File: config.mk
export PLATFORM = sky130hd
export DESIGN_NAME = l1_meeting_point_select_flat
export DESIGN_NICKNAME = d
export VERILOG_FILES = /design/src/rtl/mps_pkg.sv /design/src/rtl/mps_ifs.sv /design/src/rtl/mps_front.sv /design/src/rtl/mps_job_q.sv /design/src/rtl/mps_back.sv /design/src/rtl/l1_meeting_point_select.sv /design/src/flat_wrapper.sv
export VERILOG_INCLUDE_DIRS = /design/src /design/src/rtl
export SDC_FILE = /design/constraint.sdc
export NUM_CORES = 1
export LEC_CHECK = 0
export BUFFER_PORTS_ARGS = -buffer_cell sky130_fd_sc_hd__buf_4
export CAP_MARGIN = 20
export CORE_MARGIN = 4
export CORE_UTILIZATION = 50
export DETAILED_ROUTE_END_ITERATION = 7
export PLACE_DENSITY_LB_ADDON = 0.12
export SYNTH_ARGS = -nofsm -noshare
export SYNTH_HDL_FRONTEND = slang
export SYNTH_HIERARCHICAL = 1
export SYNTH_SLANG_ARGS = --single-unit
File: constraint.sdc
create_clock -name clk_i -period 8.55 [get_ports clk_i]
set_clock_uncertainty 0.2 [all_clocks]
set_input_delay 0.855 -clock clk_i [delete_from_list [all_inputs] [get_ports clk_i]]
set_output_delay 0.855 -clock clk_i [all_outputs]
set_load 0.02 [all_outputs]
File: src/rtl/l1_meeting_point_select_assert.svh
// assertion macros shared by the meeting point select rtl
`ifndef L1_MEETING_POINT_SELECT_ASSERT_SVH
`define L1_MEETING_POINT_SELECT_ASSERT_SVH

// same-cycle implication
`define MPS_ASSERT_IMPL(label, clk, rst_n, ante, cons) \
  label: assert property (@(posedge clk) disable iff (!rst_n) (ante) |-> (cons)) \
    else $error("mps assertion failed");

// next-cycle implication
`define MPS_ASSERT_NEXT(label, clk, rst_n, ante, cons) \
  label: assert property (@(posedge clk) disable iff (!rst_n) (ante) |=> (cons)) \
    else $error("mps assertion failed");

`endif

File: src/rtl/mps_pkg.sv
// shared constants and types for the meeting point select block
package mps_pkg;

  localparam int unsigned DEF_MAX_POINTS = 16;
  localparam int unsigned POS_W          = 8;
  localparam int unsigned COST_W         = 12;
  localparam int unsigned JOB_Q_DEPTH    = 2;

  typedef logic [POS_W-1:0]  pos_t;
  typedef logic [COST_W-1:0] cost_t;

  localparam cost_t COST_MAX = '1;

endpackage

File: src/rtl/mps_ifs.sv
// point and result channel interfaces
interface mps_in_if;
  logic          valid;
  logic          ready;
  mps_pkg::pos_t position;
  logic          last_point;

  modport source (output valid, position, last_point, input ready);
  modport sink   (input valid, position, last_point, output ready);
endinterface

interface mps_out_if;
  logic           valid;
  logic           ready;
  mps_pkg::pos_t  best_position;
  mps_pkg::pos_t  mean_position;
  mps_pkg::pos_t  median_position;
  mps_pkg::cost_t mean_cost;
  mps_pkg::cost_t median_cost;

  modport source (output valid, best_position, mean_position, median_position,
                  mean_cost, median_cost, input ready);
  modport sink   (input valid, best_position, mean_position, median_position,
                  mean_cost, median_cost, output ready);
endinterface

File: src/rtl/mps_front.sv
// front end: accepts points, fills the store, counts and sums, issues jobs
`include "l1_meeting_point_select_assert.svh"

module mps_front #(
  parameter int unsigned MAX_POINTS = mps_pkg::DEF_MAX_POINTS,
  localparam int unsigned CW = $clog2(MAX_POINTS + 1),
  localparam int unsigned AW = (MAX_POINTS > 1) ? $clog2(MAX_POINTS) : 1,
  localparam int unsigned SW = mps_pkg::POS_W + CW,
  localparam int unsigned JW = CW + SW
) (
  input  logic          clk_i,
  input  logic          rst_ni,
  mps_in_if.sink        points_i,
  output logic          wr_en_o,
  output logic [AW-1:0] wr_addr_o,
  output mps_pkg::pos_t wr_data_o,
  output logic          job_valid_o,
  input  logic          job_ready_i,
  output logic [JW-1:0] job_o,
  input  logic          release_i
);

  logic [CW-1:0] count_q;
  logic [SW-1:0] sum_q;
  logic          busy_q;
  logic          full;
  logic          accept;
  logic [CW-1:0] count_d;
  logic [SW-1:0] sum_d;

  assign full           = (count_q == CW'(MAX_POINTS));
  assign points_i.ready = !busy_q && job_ready_i;
  assign accept         = points_i.valid && points_i.ready;

  assign wr_en_o   = accept && !full;
  assign wr_addr_o = count_q[AW-1:0];
  assign wr_data_o = points_i.position;

  // a point beyond the store is dropped
  assign count_d = full ? count_q : count_q + CW'(1);
  assign sum_d   = full ? sum_q : sum_q + SW'(points_i.position);

  assign job_valid_o = accept && points_i.last_point;
  assign job_o       = {count_d, sum_d};

  always_ff @(posedge clk_i or negedge rst_ni) begin
    if (!rst_ni) begin
      count_q <= '0;
      sum_q   <= '0;
      busy_q  <= 1'b0;
    end else begin
      if (release_i) begin
        busy_q <= 1'b0;
      end
      if (accept) begin
        if (points_i.last_point) begin
          count_q <= '0;
          sum_q   <= '0;
          busy_q  <= 1'b1;
        end else begin
          count_q <= count_d;
          sum_q   <= sum_d;
        end
      end
    end
  end

  `MPS_ASSERT_IMPL(a_count_range, clk_i, rst_ni, 1'b1, count_q <= CW'(MAX_POINTS))
  `MPS_ASSERT_NEXT(a_hold_after_last, clk_i, rst_ni, job_valid_o, !points_i.ready)

endmodule

File: src/rtl/mps_job_q.sv
// short job queue between front and back
`include "l1_meeting_point_select_assert.svh"

module mps_job_q #(
  parameter int unsigned W = 8,
  localparam int unsigned D  = mps_pkg::JOB_Q_DEPTH,
  localparam int unsigned PW = (D > 1) ? $clog2(D) : 1,
  localparam int unsigned NW = $clog2(D + 1)
) (
  input  logic         clk_i,
  input  logic         rst_ni,
  input  logic         valid_i,
  output logic         ready_o,
  input  logic [W-1:0] data_i,
  output logic         valid_o,
  input  logic         ready_i,
  output logic [W-1:0] data_o
);

  logic [W-1:0]  slot_q [D];
  logic [PW-1:0] wptr_q;
  logic [PW-1:0] rptr_q;
  logic [NW-1:0] cnt_q;
  logic          push;
  logic          pop;

  assign ready_o = (cnt_q != NW'(D));
  assign valid_o = (cnt_q != '0);
  assign data_o  = slot_q[rptr_q];
  assign push    = valid_i && ready_o;
  assign pop     = valid_o && ready_i;

  always_ff @(posedge clk_i) begin
    if (push) begin
      slot_q[wptr_q] <= data_i;
    end
  end

  always_ff @(posedge clk_i or negedge rst_ni) begin
    if (!rst_ni) begin
      wptr_q <= '0;
      rptr_q <= '0;
      cnt_q  <= '0;
    end else begin
      if (push) begin
        wptr_q <= (wptr_q == PW'(D - 1)) ? '0 : wptr_q + PW'(1);
      end
      if (pop) begin
        rptr_q <= (rptr_q == PW'(D - 1)) ? '0 : rptr_q + PW'(1);
      end
      if (push && !pop) begin
        cnt_q <= cnt_q + NW'(1);
      end else if (pop && !push) begin
        cnt_q <= cnt_q - NW'(1);
      end
    end
  end

  `MPS_ASSERT_NEXT(a_q_push_count, clk_i, rst_ni, push && !pop, cnt_q == $past(cnt_q) + NW'(1))

endmodule

File: src/rtl/mps_back.sv
// back end: store, mean divider, median selection, cost pass, result register
`include "l1_meeting_point_select_assert.svh"

module mps_back #(
  parameter int unsigned MAX_POINTS = mps_pkg::DEF_MAX_POINTS,
  localparam int unsigned PW  = mps_pkg::POS_W,
  localparam int unsigned CW  = $clog2(MAX_POINTS + 1),
  localparam int unsigned AW  = (MAX_POINTS > 1) ? $clog2(MAX_POINTS) : 1,
  localparam int unsigned SW  = PW + CW,
  localparam int unsigned JW  = CW + SW,
  localparam int unsigned STW = $clog2(SW),
  localparam int unsigned CTW = (PW + CW > mps_pkg::COST_W) ? PW + CW : mps_pkg::COST_W + 1
) (
  input  logic          clk_i,
  input  logic          rst_ni,
  input  logic          wr_en_i,
  input  logic [AW-1:0] wr_addr_i,
  input  mps_pkg::pos_t wr_data_i,
  input  logic          job_valid_i,
  output logic          job_ready_o,
  input  logic [JW-1:0] job_i,
  output logic          release_o,
  mps_out_if.source     result_o
);

  localparam logic [2:0] ST_IDLE = 3'd0;
  localparam logic [2:0] ST_DIV  = 3'd1;
  localparam logic [2:0] ST_SEL  = 3'd2;
  localparam logic [2:0] ST_COST = 3'd3;
  localparam logic [2:0] ST_DONE = 3'd4;

  mps_pkg::pos_t  mem_q [MAX_POINTS];
  mps_pkg::pos_t  rd_a_q;
  mps_pkg::pos_t  rd_b_q;

  logic [2:0]     state_q;
  logic [CW-1:0]  n_q;
  logic [SW-1:0]  qd_q;
  logic [CW-1:0]  r_q;
  logic [STW-1:0] step_q;
  logic [AW-1:0]  i_q;
  logic [AW-1:0]  j_q;
  logic           ph_q;
  logic [CW-1:0]  less_q;
  logic [CW-1:0]  leq_q;
  mps_pkg::pos_t  lo_q;
  mps_pkg::pos_t  hi_q;
  logic [CTW-1:0] mc_q;
  logic [CTW-1:0] dc_q;

  logic           out_valid_q;
  mps_pkg::pos_t  best_q;
  mps_pkg::pos_t  mean_out_q;
  mps_pkg::pos_t  med_out_q;
  mps_pkg::cost_t mc_out_q;
  mps_pkg::cost_t dc_out_q;

  logic [CW:0]    trial;
  logic [CW:0]    diff;
  logic           ge;
  logic [CW-1:0]  less_f;
  logic [CW-1:0]  leq_f;
  logic [CW-1:0]  k1;
  logic [CW-1:0]  k0;
  logic           i_last;
  logic           j_last;
  mps_pkg::pos_t  mean;
  logic [PW:0]    mid_sum;
  mps_pkg::pos_t  median;
  mps_pkg::pos_t  dist_mean;
  mps_pkg::pos_t  dist_med;
  mps_pkg::cost_t mc_sat;
  mps_pkg::cost_t dc_sat;
  logic           out_free;

  // store, two registered read ports
  always_ff @(posedge clk_i) begin
    if (wr_en_i) begin
      mem_q[wr_addr_i] <= wr_data_i;
    end
    rd_a_q <= mem_q[i_q];
    rd_b_q <= mem_q[j_q];
  end

  // restoring divider step
  assign trial = {r_q, qd_q[SW-1]};
  assign ge    = (trial >= {1'b0, n_q});
  assign diff  = trial - {1'b0, n_q};

  // rank counts of element i
  assign less_f = less_q + CW'(rd_b_q < rd_a_q);
  assign leq_f  = leq_q + CW'(rd_b_q <= rd_a_q);
  assign k1     = n_q >> 1;
  assign k0     = k1 - CW'(1);
  assign i_last = (CW'(i_q) == n_q - CW'(1));
  assign j_last = (CW'(j_q) == n_q - CW'(1));

  assign mean    = qd_q[PW-1:0];
  assign mid_sum = {1'b0, lo_q} + {1'b0, hi_q};
  assign median  = n_q[0] ? hi_q : mid_sum[PW:1];

  assign dist_mean = (rd_b_q >= mean) ? rd_b_q - mean : mean - rd_b_q;
  assign dist_med  = (rd_b_q >= median) ? rd_b_q - median : median - rd_b_q;

  assign mc_sat = (mc_q > CTW'(mps_pkg::COST_MAX)) ? mps_pkg::COST_MAX
                                                   : mc_q[mps_pkg::COST_W-1:0];
  assign dc_sat = (dc_q > CTW'(mps_pkg::COST_MAX)) ? mps_pkg::COST_MAX
                                                   : dc_q[mps_pkg::COST_W-1:0];

  assign out_free    = !out_valid_q || result_o.ready;
  assign job_ready_o = (state_q == ST_IDLE);
  assign release_o   = (state_q == ST_DONE) && out_free;

  always_ff @(posedge clk_i or negedge rst_ni) begin
    if (!rst_ni) begin
      state_q <= ST_IDLE;
      n_q     <= '0;
      step_q  <= '0;
      i_q     <= '0;
      j_q     <= '0;
      ph_q    <= 1'b0;
      less_q  <= '0;
      leq_q   <= '0;
    end else begin
      unique case (state_q)
        ST_IDLE: begin
          if (job_valid_i) begin
            n_q     <= job_i[JW-1:SW];
            step_q  <= '0;
            state_q <= ST_DIV;
          end
        end
        ST_DIV: begin
          step_q <= step_q + STW'(1);
          if (step_q == STW'(SW - 1)) begin
            i_q     <= '0;
            j_q     <= '0;
            ph_q    <= 1'b0;
            less_q  <= '0;
            leq_q   <= '0;
            state_q <= ST_SEL;
          end
        end
        ST_SEL: begin
          ph_q <= !ph_q;
          if (ph_q) begin
            if (j_last) begin
              j_q    <= '0;
              less_q <= '0;
              leq_q  <= '0;
              if (i_last) begin
                state_q <= ST_COST;
              end else begin
                i_q <= i_q + AW'(1);
              end
            end else begin
              j_q    <= j_q + AW'(1);
              less_q <= less_f;
              leq_q  <= leq_f;
            end
          end
        end
        ST_COST: begin
          ph_q <= !ph_q;
          if (ph_q) begin
            if (j_last) begin
              state_q <= ST_DONE;
            end else begin
              j_q <= j_q + AW'(1);
            end
          end
        end
        ST_DONE: begin
          if (out_free) begin
            state_q <= ST_IDLE;
          end
        end
        default: begin
          state_q <= ST_IDLE;
        end
      endcase
    end
  end

  // datapath registers
  always_ff @(posedge clk_i) begin
    if (state_q == ST_IDLE && job_valid_i) begin
      qd_q <= job_i[SW-1:0];
      r_q  <= '0;
    end
    if (state_q == ST_DIV) begin
      r_q  <= ge ? diff[CW-1:0] : trial[CW-1:0];
      qd_q <= {qd_q[SW-2:0], ge};
    end
    if (state_q == ST_SEL && ph_q && j_last) begin
      if (k1 >= less_f && k1 < leq_f) begin
        hi_q <= rd_a_q;
      end
      if (!n_q[0] && k0 >= less_f && k0 < leq_f) begin
        lo_q <= rd_a_q;
      end
      mc_q <= '0;
      dc_q <= '0;
    end
    if (state_q == ST_COST && ph_q) begin
      mc_q <= mc_q + CTW'(dist_mean);
      dc_q <= dc_q + CTW'(dist_med);
    end
  end

  // result register
  always_ff @(posedge clk_i or negedge rst_ni) begin
    if (!rst_ni) begin
      out_valid_q <= 1'b0;
    end else if (release_o) begin
      out_valid_q <= 1'b1;
    end else if (result_o.ready) begin
      out_valid_q <= 1'b0;
    end
  end

  always_ff @(posedge clk_i) begin
    if (release_o) begin
      best_q     <= (dc_sat < mc_sat) ? median : mean;
      mean_out_q <= mean;
      med_out_q  <= median;
      mc_out_q   <= mc_sat;
      dc_out_q   <= dc_sat;
    end
  end

  assign result_o.valid           = out_valid_q;
  assign result_o.best_position   = best_q;
  assign result_o.mean_position   = mean_out_q;
  assign result_o.median_position = med_out_q;
  assign result_o.mean_cost       = mc_out_q;
  assign result_o.median_cost     = dc_out_q;

  `MPS_ASSERT_IMPL(a_job_nonzero, clk_i, rst_ni, state_q != ST_IDLE, n_q != '0)
  `MPS_ASSERT_NEXT(a_release_loads, clk_i, rst_ni, release_o, result_o.valid && state_q == ST_IDLE)
  `MPS_ASSERT_IMPL(a_best_is_candidate, clk_i, rst_ni, result_o.valid, (result_o.best_position == result_o.median_position) || (result_o.best_position == result_o.mean_position))

endmodule

File: src/rtl/l1_meeting_point_select.sv
// top level of the meeting point select block
// loading: one point per cycle unless a set is in progress or the job queue is full
// dropped points are still accepted; after the last point the back end runs through
//   SW = 8 + clog2(MAX_POINTS+1) divider steps, n*n pairwise rank compares, n cost steps
// the next set loads once the result moves to the output register, which may still wait
// reset is asynchronous active low: clears counts, sequencer and result valid
// store contents are undefined after reset and are read only where written
module l1_meeting_point_select #(
  parameter int unsigned MAX_POINTS = mps_pkg::DEF_MAX_POINTS
) (
  input  logic      clk_i,
  input  logic      rst_ni,
  mps_in_if.sink    points_i,
  mps_out_if.source result_o
);

  localparam int unsigned CW = $clog2(MAX_POINTS + 1);
  localparam int unsigned AW = (MAX_POINTS > 1) ? $clog2(MAX_POINTS) : 1;
  localparam int unsigned SW = mps_pkg::POS_W + CW;
  localparam int unsigned JW = CW + SW;

  logic          wr_en;
  logic [AW-1:0] wr_addr;
  mps_pkg::pos_t wr_data;
  logic          fj_valid;
  logic          fj_ready;
  logic [JW-1:0] fj_data;
  logic          bj_valid;
  logic          bj_ready;
  logic [JW-1:0] bj_data;
  logic          store_release;

  mps_front #(
    .MAX_POINTS (MAX_POINTS)
  ) u_front (
    .clk_i       (clk_i),
    .rst_ni      (rst_ni),
    .points_i    (points_i),
    .wr_en_o     (wr_en),
    .wr_addr_o   (wr_addr),
    .wr_data_o   (wr_data),
    .job_valid_o (fj_valid),
    .job_ready_i (fj_ready),
    .job_o       (fj_data),
    .release_i   (store_release)
  );

  mps_job_q #(
    .W (JW)
  ) u_job_q (
    .clk_i   (clk_i),
    .rst_ni  (rst_ni),
    .valid_i (fj_valid),
    .ready_o (fj_ready),
    .data_i  (fj_data),
    .valid_o (bj_valid),
    .ready_i (bj_ready),
    .data_o  (bj_data)
  );

  mps_back #(
    .MAX_POINTS (MAX_POINTS)
  ) u_back (
    .clk_i       (clk_i),
    .rst_ni      (rst_ni),
    .wr_en_i     (wr_en),
    .wr_addr_i   (wr_addr),
    .wr_data_i   (wr_data),
    .job_valid_i (bj_valid),
    .job_ready_o (bj_ready),
    .job_i       (bj_data),
    .release_o   (store_release),
    .result_o    (result_o)
  );

endmodule

File: src/flat_wrapper.sv
// flat-port wrapper written by rule: the top's interface ports become plain ports
module l1_meeting_point_select_flat 
#(
  parameter int unsigned MAX_POINTS = mps_pkg::DEF_MAX_POINTS
)
  (clk_i, rst_ni, points_i_valid, points_i_position, points_i_last_point, points_i_ready, result_o_valid, result_o_best_position, result_o_mean_position, result_o_median_position, result_o_mean_cost, result_o_median_cost, result_o_ready);
  mps_in_if points_i_i ();
  mps_out_if result_o_i ();
  input  logic clk_i;
  input  logic rst_ni;
  input wire logic [$bits(points_i_i.valid)-1:0] points_i_valid;
  input wire logic [$bits(points_i_i.position)-1:0] points_i_position;
  input wire logic [$bits(points_i_i.last_point)-1:0] points_i_last_point;
  output wire logic [$bits(points_i_i.ready)-1:0] points_i_ready;
  output wire logic [$bits(result_o_i.valid)-1:0] result_o_valid;
  output wire logic [$bits(result_o_i.best_position)-1:0] result_o_best_position;
  output wire logic [$bits(result_o_i.mean_position)-1:0] result_o_mean_position;
  output wire logic [$bits(result_o_i.median_position)-1:0] result_o_median_position;
  output wire logic [$bits(result_o_i.mean_cost)-1:0] result_o_mean_cost;
  output wire logic [$bits(result_o_i.median_cost)-1:0] result_o_median_cost;
  input wire logic [$bits(result_o_i.ready)-1:0] result_o_ready;
  assign points_i_i.valid = points_i_valid;
  assign points_i_i.position = points_i_position;
  assign points_i_i.last_point = points_i_last_point;
  assign points_i_ready = points_i_i.ready;
  assign result_o_valid = result_o_i.valid;
  assign result_o_best_position = result_o_i.best_position;
  assign result_o_mean_position = result_o_i.mean_position;
  assign result_o_median_position = result_o_i.median_position;
  assign result_o_mean_cost = result_o_i.mean_cost;
  assign result_o_median_cost = result_o_i.median_cost;
  assign result_o_i.ready = result_o_ready;
  l1_meeting_point_select #(.MAX_POINTS(MAX_POINTS)) u_core (.clk_i(clk_i), .rst_ni(rst_ni), .points_i(points_i_i), .result_o(result_o_i));
endmodule
### After elaboration in Yosys (flattened, before gate mapping)

Memory sizes are Yosys's and may differ from the RTL's. A register that Yosys moved wholly into a read port is not among the register bits.
Cells that the tools add are included.

* register bits after elaboration: 163
* bits in latches: 0
* RAM bits: 164
* ROM bits: 0
* input bits: 13
* output and inout bits: 50
* memories: 2

Memory list
* u_core.u_back.mem_q: depth 16, width 8, rd ports 2, clocked after memory_dff 2, write ports 1, line mps_back.sv:32 `mps_pkg::pos_t mem_q [MAX_POINTS];`
* u_core.u_job_q.slot_q: depth 2, width 18, rd ports 1, clocked after memory_dff 0, write ports 1, line mps_job_q.sv:20 `logic [W-1:0] slot_q [D];`

* add/sub/neg operators: 21
* multipliers: 0
* div/mod/pow operators: 0
* $lt $le $gt $ge: 12
* equal/unequal tests: 19
* shift operators: 0
* muxes and demuxes: 61
* bitwise gates (word level): 0
* reductions and logical operators: 43

Operators by type and width (count)
* 13-bit 2-to-1 mux: 7
* 5-bit 2-to-1 mux: 10
* 13-bit by 8-bit adder with 13-bit output: 3
* 4-bit 2-to-1 mux: 9
* 8-bit 2-to-1 mux: 4
* 8-bit subtractor: 4
* 13-bit by 12-bit greater-than comparator with 1-bit output (second input constant): 2
* 12-bit 2-to-1 mux: 2
* 3-bit 2-to-1 mux: 8
* 2-bit inequality test (second input constant): 11
* 5-bit one-hot mux with 2 select lines: 2
* 8-bit >= comparator: 2
* 4-bit one-hot mux with 2 select lines: 2
* 2-bit nonzero test: 8
* 1-bit logical AND: 15
* 3-bit one-hot mux with 5 select lines: 1
* 4-bit by 1-bit adder with 4-bit output (second input constant): 3
* 12-bit less-than comparator: 1
* 1-bit 2-to-1 mux: 12
* 4-bit one-hot mux with 3 select lines: 1
* 5-bit by 1-bit adder with 5-bit output: 2
* 4-bit by 5-bit == test with 1-bit output: 2
* 2-bit AND reduction: 5
* 5-bit AND reduction: 2
* 29 further kinds: 38

### Logic depth before layout (Yosys ltp)

Gate-level depths: netlist of run 1.

* depth after elaboration: 9
* gate-level depth with buffers: 23
* gate-level depth less buffers: 23

### By module

Netlist of run 1, hierarchy kept.

Modules (own cells, without submodules)
* mps_back: instances 1, cells an instance 1209, area each 15411.0 um^2
* mps_job_q: instances 1, cells an instance 74, area each 1542.7 um^2
* mps_front: instances 1, cells an instance 176, area each 1525.2 um^2

### Least setup slack after synthesis of run 1

Ideal clock, no wire load.

* kind: reg-to-reg
* start: reg u_core.u_back.hi_q[0]
* end: reg u_core.u_back.dc_q[12], data pin
* library setup time: 266 ps
* data arrival time: 4960 ps
* slack: 3124 ps
* stages on the path, launching flop included: 23
* path buffers: 0
* clock period less this slack: 5426 ps
* cells stage by stage: edfxtp_1 > and2_1 > fa_1 > a21o_1 > a21oi_1 > xor2_1 > o21ai_0 > ha_1 > a21oi_1 > nand3_1 > a41oi_1 > a31oi_4 > a211oi_4 > mux2i_1 > inv_1 > fa_1 > nor2b_1 > o21ai_0 > a21oi_1 > o21ai_0 > a2111oi_0 > xnor2_1 > nor2_1

* longest elaborated chain between the ends: 6

RTL lines
* start: declaration: line mps_back.sv:47 `mps_pkg::pos_t hi_q;`
* start signal: assignment: line mps_back.sv:197 `hi_q <= rd_a_q;`
* 8-bit by 8-bit adder with 9-bit output *: line mps_back.sv:99 `assign mid_sum = {1'b0, lo_q} + {1'b0, hi_q};`
* 8-bit 2-to-1 mux *: line mps_back.sv:100 `assign median = n_q[0] ? hi_q : mid_sum[PW:1];`
* named net u_core.u_back.median[3]: line mps_back.sv:69 `mps_pkg::pos_t median;`
* 8-bit subtractor or 8-bit >= comparator (tied branches): line mps_back.sv:103 `assign dist_med = (rd_b_q >= median) ? rd_b_q - median : median - rd_b_q;`
* 8-bit 2-to-1 mux *: line mps_back.sv:103
* 13-bit by 8-bit adder with 13-bit output *: line mps_back.sv:207 `dc_q <= dc_q + CTW'(dist_med);`
* 13-bit 2-to-1 mux *: line mps_back.sv:205 `if (state_q == ST_COST && ph_q) begin`
* end signal: assignment: line mps_back.sv:207
* end: declaration: line mps_back.sv:49 `logic [CTW-1:0] dc_q;`

The timed path passes the listed nets; every way through them passes the cells marked *.
A chain may end at the register's enable or synchronous reset.

### Worst setup path after layout of run 1

Same ends and word-level chain as after synthesis.

==> impl_metrics.tcl, run 1 <==
set metrics [dict create \
    synth_flop_cell "edfxtp_1" \
    cap_violations 0 \
    fillers 2988 \
    die_area_um2 40100 \
    cts_hold_buffers 0 \
    synth.distinct_cells 90 \
    layout_common_cells "edfxtp_1, nand2_1, ha_1, inv_1, o21ai_0" \
    finalNonFillerCells 2008 \
    syn2layout_area_growth_pct 11.9 \
    cts.sinks 343 \
    postLayoutCoreUtil_pct 56.6 \
    rsz0062_at_grt "false" \
    relSlewSlack_pct 28.4 \
    finalCritPeriodShare_pct 71.8 \
    postSynthAreaPerCell_um2 12.7 \
    cp_data_arrival_time_ns 6.22 \
    vdd_drop_max_uv 202 \
    path_clk_slew_ns 0.07 \
    die_x_um 200 \
    grt_pass1_wl_um 67000 \
    setup_tns_ns 0 \
    drc 0 \
    drv_slew 0 \
    layout_commonest_cell "edfxtp_1" \
    grtUsageTotal_pct 21.0 \
    initial_utilization_pct 50.6 \
    grt_max_degree 56 \
    antenna_found_initial 0 \
    synth-seq-cells 343 \
    required_ns 8.63 \
    rr_worst_depth 22 \
    dieHeight_um 200 \
    clock_latency_ns 0.56 \
    ys_seq_area_share_pct 53.4 \
    grt-ovfl-total 0 \
    root_buffer "clkbuf_16" \
    coreArea_um2 36500 \
    fmaxAchievable_mhz 163 \
    htreeDepth 2 \
    cts-resized-gates 0 \
    min_path_type "in -> async" \
    critPathMaxFanout 7 \
    tritoncts "yes" \
    ys.warnings.count 6 \
    wl_um 42100 \
    ioPinCount 63 \
    hold_slack_ns 0.184 \
    vias_per_cell 5.86 \
    cts_buffer_depth 3 \
    numPortBuffers 62 \
    cts_buffers 39 \
    grt_pass1_vias 11900 \
    wl_per_cell_um 20.9 \
    max_slew.worst_pin.slew_ns 1.07 \
    r2r-end "u_core/u_back/dc_q[12]" \
    p_leak_uw 0.00788 \
    pwr_density_cell_nw_per_um2 383 \
    rrSetupSlack_ns 2.41 \
    rows 70 \
    r2r_start "u_core/u_back/hi_q[0]" \
    n_antenna_cell 0 \
    setup_viol 0 \
    antenna_left 0 \
    syn_area_um2 18500 \
    firstDrtPassIters 6 \
    dp_hpwl_um 29700 \
    crit_type "reg -> reg" \
    final_nets 1647 \
    synth_edf_count 272 \
    place_inst 1937 \
    final_layout_size_suffix_gt1_share_pct 17.0 \
    endpoint_kind "register" \
    place_congestion 0.873 \
    outcome "finished, final reports clean" \
    synth_cells 1459 \
    period_needed_ns 6.14 \
    routed-via-count 11800 \
    startpoint_type "register" \
    post-cts-setup-buffers 0 \
    drt_iter0_markers 773 \
    synthArstFlopShare_pct 16.0 \
    syn_nets 1594 \
    finalHoldViolCount 0 \
]
## metal layers
layer / GRT usage [%] / vias up / routed length [um]
met5: 0 / - / 0
met4: 5.68 / 0 / 905
met3: 3.08 / 64 / 2130
met2: 36.3 / 322 / 20700
met1: 28.1 / 5806 / 18300
li1: - / 5570 / -
## area by class of cell
| type | instances | area (um^2) | area share [%] |
|---|---|---|---|
| Clock inverter | 16 | 223 | 1.08 |
| Multi-Input combinational cell | 958 | 7950 | 38.4 |
| Clock buffer | 53 | 1090 | 5.27 |
| Inverter | 94 | 353 | 1.71 |
| Timing Repair Buffer | 76 | 611 | 2.95 |
| Tap cell | 468 | 586 | 2.83 |
| Sequential cell | 343 | 9870 | 47.7 |
## critical path: stages, from the launching register on
cell and delay (ns):
edfxtp_1 0.40, and2_1 0.17, fa_1 0.42, a21o_1 0.18, a21oi_1 0.17, xor2_1 0.08
o21ai_0 0.33, ha_1 0.38, a21oi_1 0.20, nand3_1 0.12, a41oi_1 0.32, a31oi_4 0.13
a211oi_4 0.52, mux2i_1 0.31, inv_1 0.09, fa_1 0.42, nor2b_1 0.17, o21ai_0 0.12
a21oi_1 0.22, o21ai_0 0.19, a2111oi_0 0.50, xnor2_1 0.18, nor2_1 0.05
## state kept, by name (all words and copies together) (netlist names), 12 cells and up
name	flops
u_core/u_back/qd_q	13
u_core/u_back/mem_q	128
u_core/u_back/result_o.mean_cost	12
u_core/u_back/mc_q	13
u_core/u_back/result_o.median_cost	12
u_core/u_front/sum_q	13
u_core/u_job_q/slot_q	36
u_core/u_back/dc_q	13
## synthesized netlist by cell type, types with 10 or more instances
cell type  instances  share of area [%]
edfxtp_1         272                 44
nand2_1          115                2.3
ha_1             113                7.7
inv_1             92                1.9
o21ai_0           87                2.4
nor2_1            66                1.3
a21oi_1           60                1.6
mux4_2            56                6.8
dfrtp_1           55                7.4
mux2i_1           45                2.4
xnor2_1           45                2.1
clkbuf_1          35               0.71
nor3_1            32               0.87
xor2_1            25                1.2
or2_2             24               0.81
mux2_2            18                1.1
nand3_1           18               0.49
and3_1            16               0.54
dfxtp_1           16                1.7
a21o_1            15               0.61
nor2b_1           15               0.51
nand2b_1          14               0.47
and2_1            13               0.44
buf_4             12               0.49
nand4_1           11               0.37
a221oi_1          10               0.47
buf_2             10               0.27
## logic make-up after synthesis
family	count (synthesis)	share of synthesized area [%]
AOI/OAI and AO/OA	279	10.1
DFF	343	53.4
and+or+nand+nor	356	9.51
muxes	130	11.2
adders and majority gates	122	8.63
buffers and inverters	158	3.71
xor gates and xnor gates	71	3.44
## power breakdown
| group | total [uW] | internal (uW) | switching (uW) |
|---|---|---|---|
| Combinational | 3810 | 1660 | 2160 |
| Sequential | 2410 | 2140 | 263 |
| Clock | 1690 | 1020 | 668 |
## stage by stage
step | total power (uW) | setup slack [ns] | instance area [um^2]
after floorplan | 5360 | 3.12 | 18500
after global placement | 6170 | 2.59 | 19300
after detailed placement | 6230 | 2.47 | 19300
after CTS | 7960 | 2.47 | 20600
after global routing | 8540 | 1.92 | 20700
final | 7910 | 2.41 | 20700
## worst max path at each step
stage                                      from  slack [ns]  cells after the start                      to
after global placement    u_core/u_back/hi_q[0]        2.59                     22  u_core/u_back/dc_q[12]
after floorplan           u_core/u_back/hi_q[0]        3.12                     22  u_core/u_back/dc_q[12]
after detailed placement  u_core/u_back/hi_q[0]        2.47                     22  u_core/u_back/dc_q[12]
after CTS                 u_core/u_back/hi_q[0]        2.47                     22  u_core/u_back/dc_q[12]
after global routing      u_core/u_back/hi_q[0]        1.92                     22  u_core/u_back/dc_q[12]
final                     u_core/u_back/hi_q[0]        2.41                     22  u_core/u_back/dc_q[12]
No activity file was read; power rests on OpenSTA's default activity.
==> run 2, diff against run 1 <==
- clock period: 8.55 -> 5.3 ns (I/O delays scaled with it)
==> impl_metrics.tcl, run 2 (same netlist as run 1, synthesis figures left out) <==
set metrics [dict create \
    cts_buffer_depth 3 \
    final_layout_size_suffix_gt1_share_pct 20.4 \
    endpoint_kind "register" \
    grt_pass1_wl_um 66500 \
    rsz0062_at_grt "true" \
    cts.sinks 343 \
    crit_buf_inv 1 \
    die_area_um2 40100 \
    ioPinCount 63 \
    dp_slack_ns -0.172 \
    finalCritPeriodShare_pct 97.3 \
    drt_iter0_markers 749 \
    p_total_uw 13400 \
    critPathMaxFanout 6 \
    n_antenna_cell 0 \
    firstDrtPassIters 5 \
    layout_commonest_cell "edfxtp_1" \
    multiInputGateArea_um2 8130 \
    finalHoldViolCount 0 \
    crit_type "reg -> reg" \
    initial_utilization_pct 50.6 \
    dieHeight_um 200 \
    coreArea_um2 36500 \
    place_congestion 0.906 \
    antenna_found_initial 0 \
    path_clk_slew_ns 0.06 \
    largest_reg_flops 128 \
    rrSetupSlack_ns 0.14 \
    drv_slew 0 \
    layout_common_cells "edfxtp_1, nand2_1, ha_1, buf_4, inv_1" \
    period_needed_ns 5.16 \
    min_path_type "in -> reg" \
    cp_slowest_cell "edfxtp_1" \
    cp_data_arrival_time_ns 5.22 \
    p_leak_uw 0.00802 \
    postLayoutCoreUtil_pct 57.6 \
    required_ns 5.36 \
    vias_per_cell 5.81 \
    dp_hpwl_um 30000 \
    wl_um 41900 \
    top_regs "u_core/u_back/mem_q x128, u_core/u_job_q/slot_q x36" \
    routed-via-count 11900 \
    grtUsageTotal_pct 20.8 \
    rows 70 \
    setup_slack_ns 0.144 \
    crit_cells 21 \
    clock_latency_ns 0.57 \
    slowest_delay_ns 0.47 \
    syn2layout_area_growth_pct 13.8 \
    crit_end "u_core/u_back/dc_q[11]" \
    rr_worst_depth 21 \
    wl_per_cell_um 20.5 \
    seq_area_um2 9870 \
    grt-ovfl-total 0 \
    numPortBuffers 62 \
    r2r-end "u_core/u_back/dc_q[11]" \
    relSlewSlack_pct 28.3 \
    die_x_um 200 \
    max_slew.worst_pin.slew_ns 1.07 \
    tritoncts "yes" \
    antenna_left 0 \
    pwr_density_cell_nw_per_um2 637 \
    setup_viol 0 \
    outcome "finished, final reports clean" \
    cap_violations 0 \
    fmaxAchievable_mhz 194 \
    vdd_drop_max_uv 303 \
    final_nets 1680 \
    crit_family "compound AO/OA/AOI/OAI gates" \
    cts_buffers 39 \
    htreeDepth 2 \
    crit_start "u_core/u_back/hi_q[1]" \
    grt_max_degree 56 \
    grt_pass1_vias 11900 \
    root_buffer "clkbuf_16" \
    drc 0 \
    crit_chain "ha_4 -> a31oi_4 -> a22oi_2 -> a21oi_2 -> o21bai_1 -> mux2i_1 -> nand3_2 -> ha_4 -> a41oi_4 -> a31oi_4 -> a211oi_4 -> mux2i_2 -> buf_4 -> ha_4 -> a21o_1 -> a21oi_2 -> o21ai_2 -> a2111o_1 -> a31oi_4 -> or3_4 -> a21oi_2" \
    regMostFlops "u_core/u_back/mem_q" \
    fillers 2960 \
    startpoint_type "register" \
    r2r_start "u_core/u_back/hi_q[1]" \
]
## run 2: repair_timing
action | 4_1_cts | 5_1_grt
gates resized for setup | 11 | 30
endpoints found under the hold margin | 55 | 0
setup buffers | 1 | 6
setup endpoints to repair | 5 | 7
pin swaps | 5 | 24
hold buffers | 1 | 0
## run 2: tightest hold or removal path, stage by stage
cell      delay [ns]
buf_4           0.07
nand2b_1        0.13
nand2_1         0.06
## run 2: routing by layer
layer | wire (um) | vias to the layer above | global-route usage, % | share of wire, %
li1 | - | 5628 | - | -
met3 | 2130 | 71 | 3.37 | 5.1
met5 | 0 | - | 0 | 0
met2 | 20300 | 275 | 34.5 | 48
met4 | 1370 | 0 | 7.52 | 3.3
met1 | 18100 | 5893 | 27.9 | 43
## run 2: final cells by class
class                   instances  share of cell area, %
well taps                     468                   2.78
flip-flops and latches        343                   46.9
repair buffers                109                   4.02
clock buffers                  58                   5.32
clock inverters                14                  0.619
inverters                      94                   1.68
multi-input cells             958                   38.7
## run 2: how the worst min path moves through the flow
stage	start	end	slack (ns)	cells past startpoint
final	result_o_ready	u_core/u_back/result_o.valid	0.08	3
after global routing	result_o_ready	u_core/u_back/result_o.valid	0.11	3
after CTS	result_o_ready	u_core/u_back/result_o.valid	0.07	3
after detailed placement	u_core/u_back/rd_a_q[5]	u_core/u_back/hi_q[5]	0.25	0
after global placement	u_core/u_back/rd_a_q[2]	u_core/u_back/hi_q[2]	0.24	0
after floorplan	rst_ni	u_core/u_back/i_q[0]	0.03	0
## run 2: stage by stage
stage / TNS (ns) / hold slack [ns] / cell area [um^2] / cells
4_1_cts: -0.00470 / 0.0669 / 20800 / 2036
3_3_place_gp: -0.109 / 0.243 / 19500 / 1962
2_1_floorplan: 0 / 0.0344 / 18500 / 1459
3_5_place_dp: -0.539 / 0.253 / 19500 / 1962
6_report: 0 / 0.0825 / 21000 / 2044
5_1_grt: -0.205 / 0.105 / 21000 / 2044
## run 2: power breakdown
part           switching, uW  internal, uW  leakage (uW)
clock network           1080          1530      0.000615
logic                   3820          3090       0.00409
registers                417          3460       0.00331
total                   5310          8080       0.00802
==> run 3, diff against run 2 <==
- CTS_BUF_LIST: not set -> sky130_fd_sc_hd__clkbuf_4 sky130_fd_sc_hd__clkbuf_8
==> impl_metrics.tcl, run 3 (same netlist as run 1, synthesis figures left out) <==
set metrics [dict create \
    r2r-end "u_core/u_back/dc_q[11]" \
    firstDrtPassIters 5 \
    postLayoutCoreUtil_pct 57.6 \
    routed-via-count 12000 \
    numPortBuffers 62 \
    dr_wl_met2_um 20600 \
    rr_worst_depth 20 \
    vdd_drop_max_uv 298 \
    place_congestion 0.906 \
    hold_slack_ns 0.0602 \
    max_slew.worst_pin.slew_ns 1.09 \
    rrSetupSlack_ns 0.18 \
    slowest_delay_ns 0.47 \
    largest_reg_flops 128 \
    routed-wl-met3_um 1840 \
    antenna_found_initial 0 \
    rsz0062_at_grt "true" \
    crit_type "reg -> reg" \
    finalCritPeriodShare_pct 96.7 \
    finalNonFillerCells 2088 \
    r2r_start "u_core/u_back/hi_q[1]" \
    grt_pass1_wl_um 67300 \
    hold_depth 3 \
    htreeDepth 2 \
    drv_slew 0 \
    grt_max_degree 56 \
    cts_buffer_depth 3 \
    cp_data_arrival_time_ns 5.28 \
    regMostFlops "u_core/u_back/mem_q" \
    fmaxAchievable_mhz 195 \
    dieHeight_um 200 \
    p_leak_uw 0.00808 \
    n_antenna_cell 0 \
    syn2layout_area_growth_pct 13.9 \
    cts_buffers 57 \
    layout_common_cells "edfxtp_1, nand2_1, ha_1, buf_4, inv_1" \
    drt_iter0_markers 714 \
    final_area_um2 21100 \
    endpoint_kind "register" \
    relSlewSlack_pct 27.1 \
    crit_start "u_core/u_back/hi_q[1]" \
    path_clk_slew_ns 0.06 \
    grt_pass1_vias 12100 \
    wl_um 42300 \
    die_area_um2 40100 \
    period_needed_ns 5.12 \
    cap_violations 0 \
    whs_endpoint "u_core/u_front/sum_q[7]" \
    critPathMaxFanout 6 \
    pwr_density_cell_nw_per_um2 626 \
    final_nets 1707 \
    crit_chain "ha_4 -> a31oi_4 -> a22oi_2 -> a21oi_2 -> o21bai_1 -> mux2i_1 -> nand3_2 -> ha_4 -> a41oi_4 -> a31oi_4 -> a211oi_4 -> mux2i_1 -> xor2_1 -> ha_1 -> a21oi_2 -> o21ai_2 -> a2111o_1 -> a31oi_4 -> or3_4 -> a21oi_2" \
    grt-ovfl-total 0 \
    cp_slowest_cell "edfxtp_1" \
    outcome "finished, final reports clean" \
    dp_hpwl_um 30000 \
    required_ns 5.46 \
    rows 70 \
    initial_utilization_pct 50.6 \
    top_layer "met4" \
    place_area_um2 19500 \
    tritoncts "yes" \
    ioPinCount 63 \
    finalHoldViolCount 0 \
    final_layout_size_suffix_gt1_share_pct 22.5 \
    layout_commonest_cell "edfxtp_1" \
    setup_viol 0 \
    min_from "points_i_valid" \
    min_path_type "in -> reg" \
    place_inst 1962 \
    antenna_left 0 \
    clock_latency_ns 0.65 \
    cts.sinks 343 \
    wl_per_cell_um 20.3 \
    grtUsageTotal_pct 21.0 \
    root_buffer "clkbuf_8" \
    coreArea_um2 36500 \
    die_x_um 200 \
    top_regs "u_core/u_back/mem_q x128, u_core/u_job_q/slot_q x36" \
    vias_per_cell 5.74 \
    startpoint_type "register" \
    drc 0 \
    wl_met1_um 18800 \
]
[run 3: cell count changes in the layout (fill, tap and decap cells not counted), sizes merged]
cell	delta
clkinvlp	-1
dlygate4sd3	+9
clkinv	+7
clkbuf	+30
bufinv	-1
[run 3: layer usage]
metal  track usage [%]  vias up
met5                 0        -
met4              6.64        0
met3              3.43       82
met2              35.3      274
met1              28.2     5922
li1                  -     5697
[run 3: repair_timing]
item | 4_1_cts | 5_1_grt
endpoints found under the hold margin | 179 | 0
pin swaps | 5 | 25
hold buffers | 10 | 0
gates resized for setup | 11 | 31
gates cloned | 0 | 0
setup endpoints to repair | 5 | 7
buffers inserted | 1 | 6
[run 3: worst max-delay path by stage]
| stage | to | slack (ns) |
|---|---|---|
| 2_1_floorplan | u_core/u_back/dc_q[12] | 0.02 |
| 3_3_place_gp | u_core/u_back/dc_q[12] | -0.07 |
| 3_5_place_dp | u_core/u_back/dc_q[11] | -0.17 |
| 4_1_cts | u_core/u_back/dc_q[11] | 0.01 |
| 5_1_grt | u_core/u_back/dc_q[11] | -0.08 |
| 6_report | u_core/u_back/dc_q[11] | 0.18 |
[run 3: worst max-delay path: cells and delay by family, from the launching register on]
family | cells | cell delay, ns
DFF | 1 | 0.47
and+or+nand+nor | 2 | 0.30
AOI/OAI and AO/OA | 12 | 2.28
xor gates and xnor gates | 1 | 0.18
adders and majority gates | 3 | 0.91
muxes | 2 | 0.49
[run 3: per-stage QoR]
stage / setup WS (ns) / setup TNS (ns) / total power, uW
2_1_floorplan: 0.0218 / 0 / 8650
3_3_place_gp: -0.0726 / -0.109 / 10200
3_5_place_dp: -0.172 / -0.539 / 10300
4_1_cts: 0.00970 / 0 / 12900
5_1_grt: -0.0751 / -0.278 / 14200
6_report: 0.177 / 0 / 13200
[run 3: power breakdown]
| group | leakage (uW) | switching, uW | internal [uW] |
|---|---|---|---|
| registers | 0.00331 | 418 | 3460 |
| clock network | 0.000642 | 1080 | 1300 |
| logic | 0.00413 | 3820 | 3100 |
[run 3: layout make-up]
| type | instances | area, um^2 |
|---|---|---|
| fillers | 2963 | 15500 |
| flip-flops and latches | 343 | 9870 |
| multi-input cells | 958 | 8140 |
| clock buffers | 88 | 1070 |
| repair buffers | 118 | 935 |
| well taps | 468 | 586 |
| inverters | 94 | 353 |
| clock inverters | 19 | 106 |
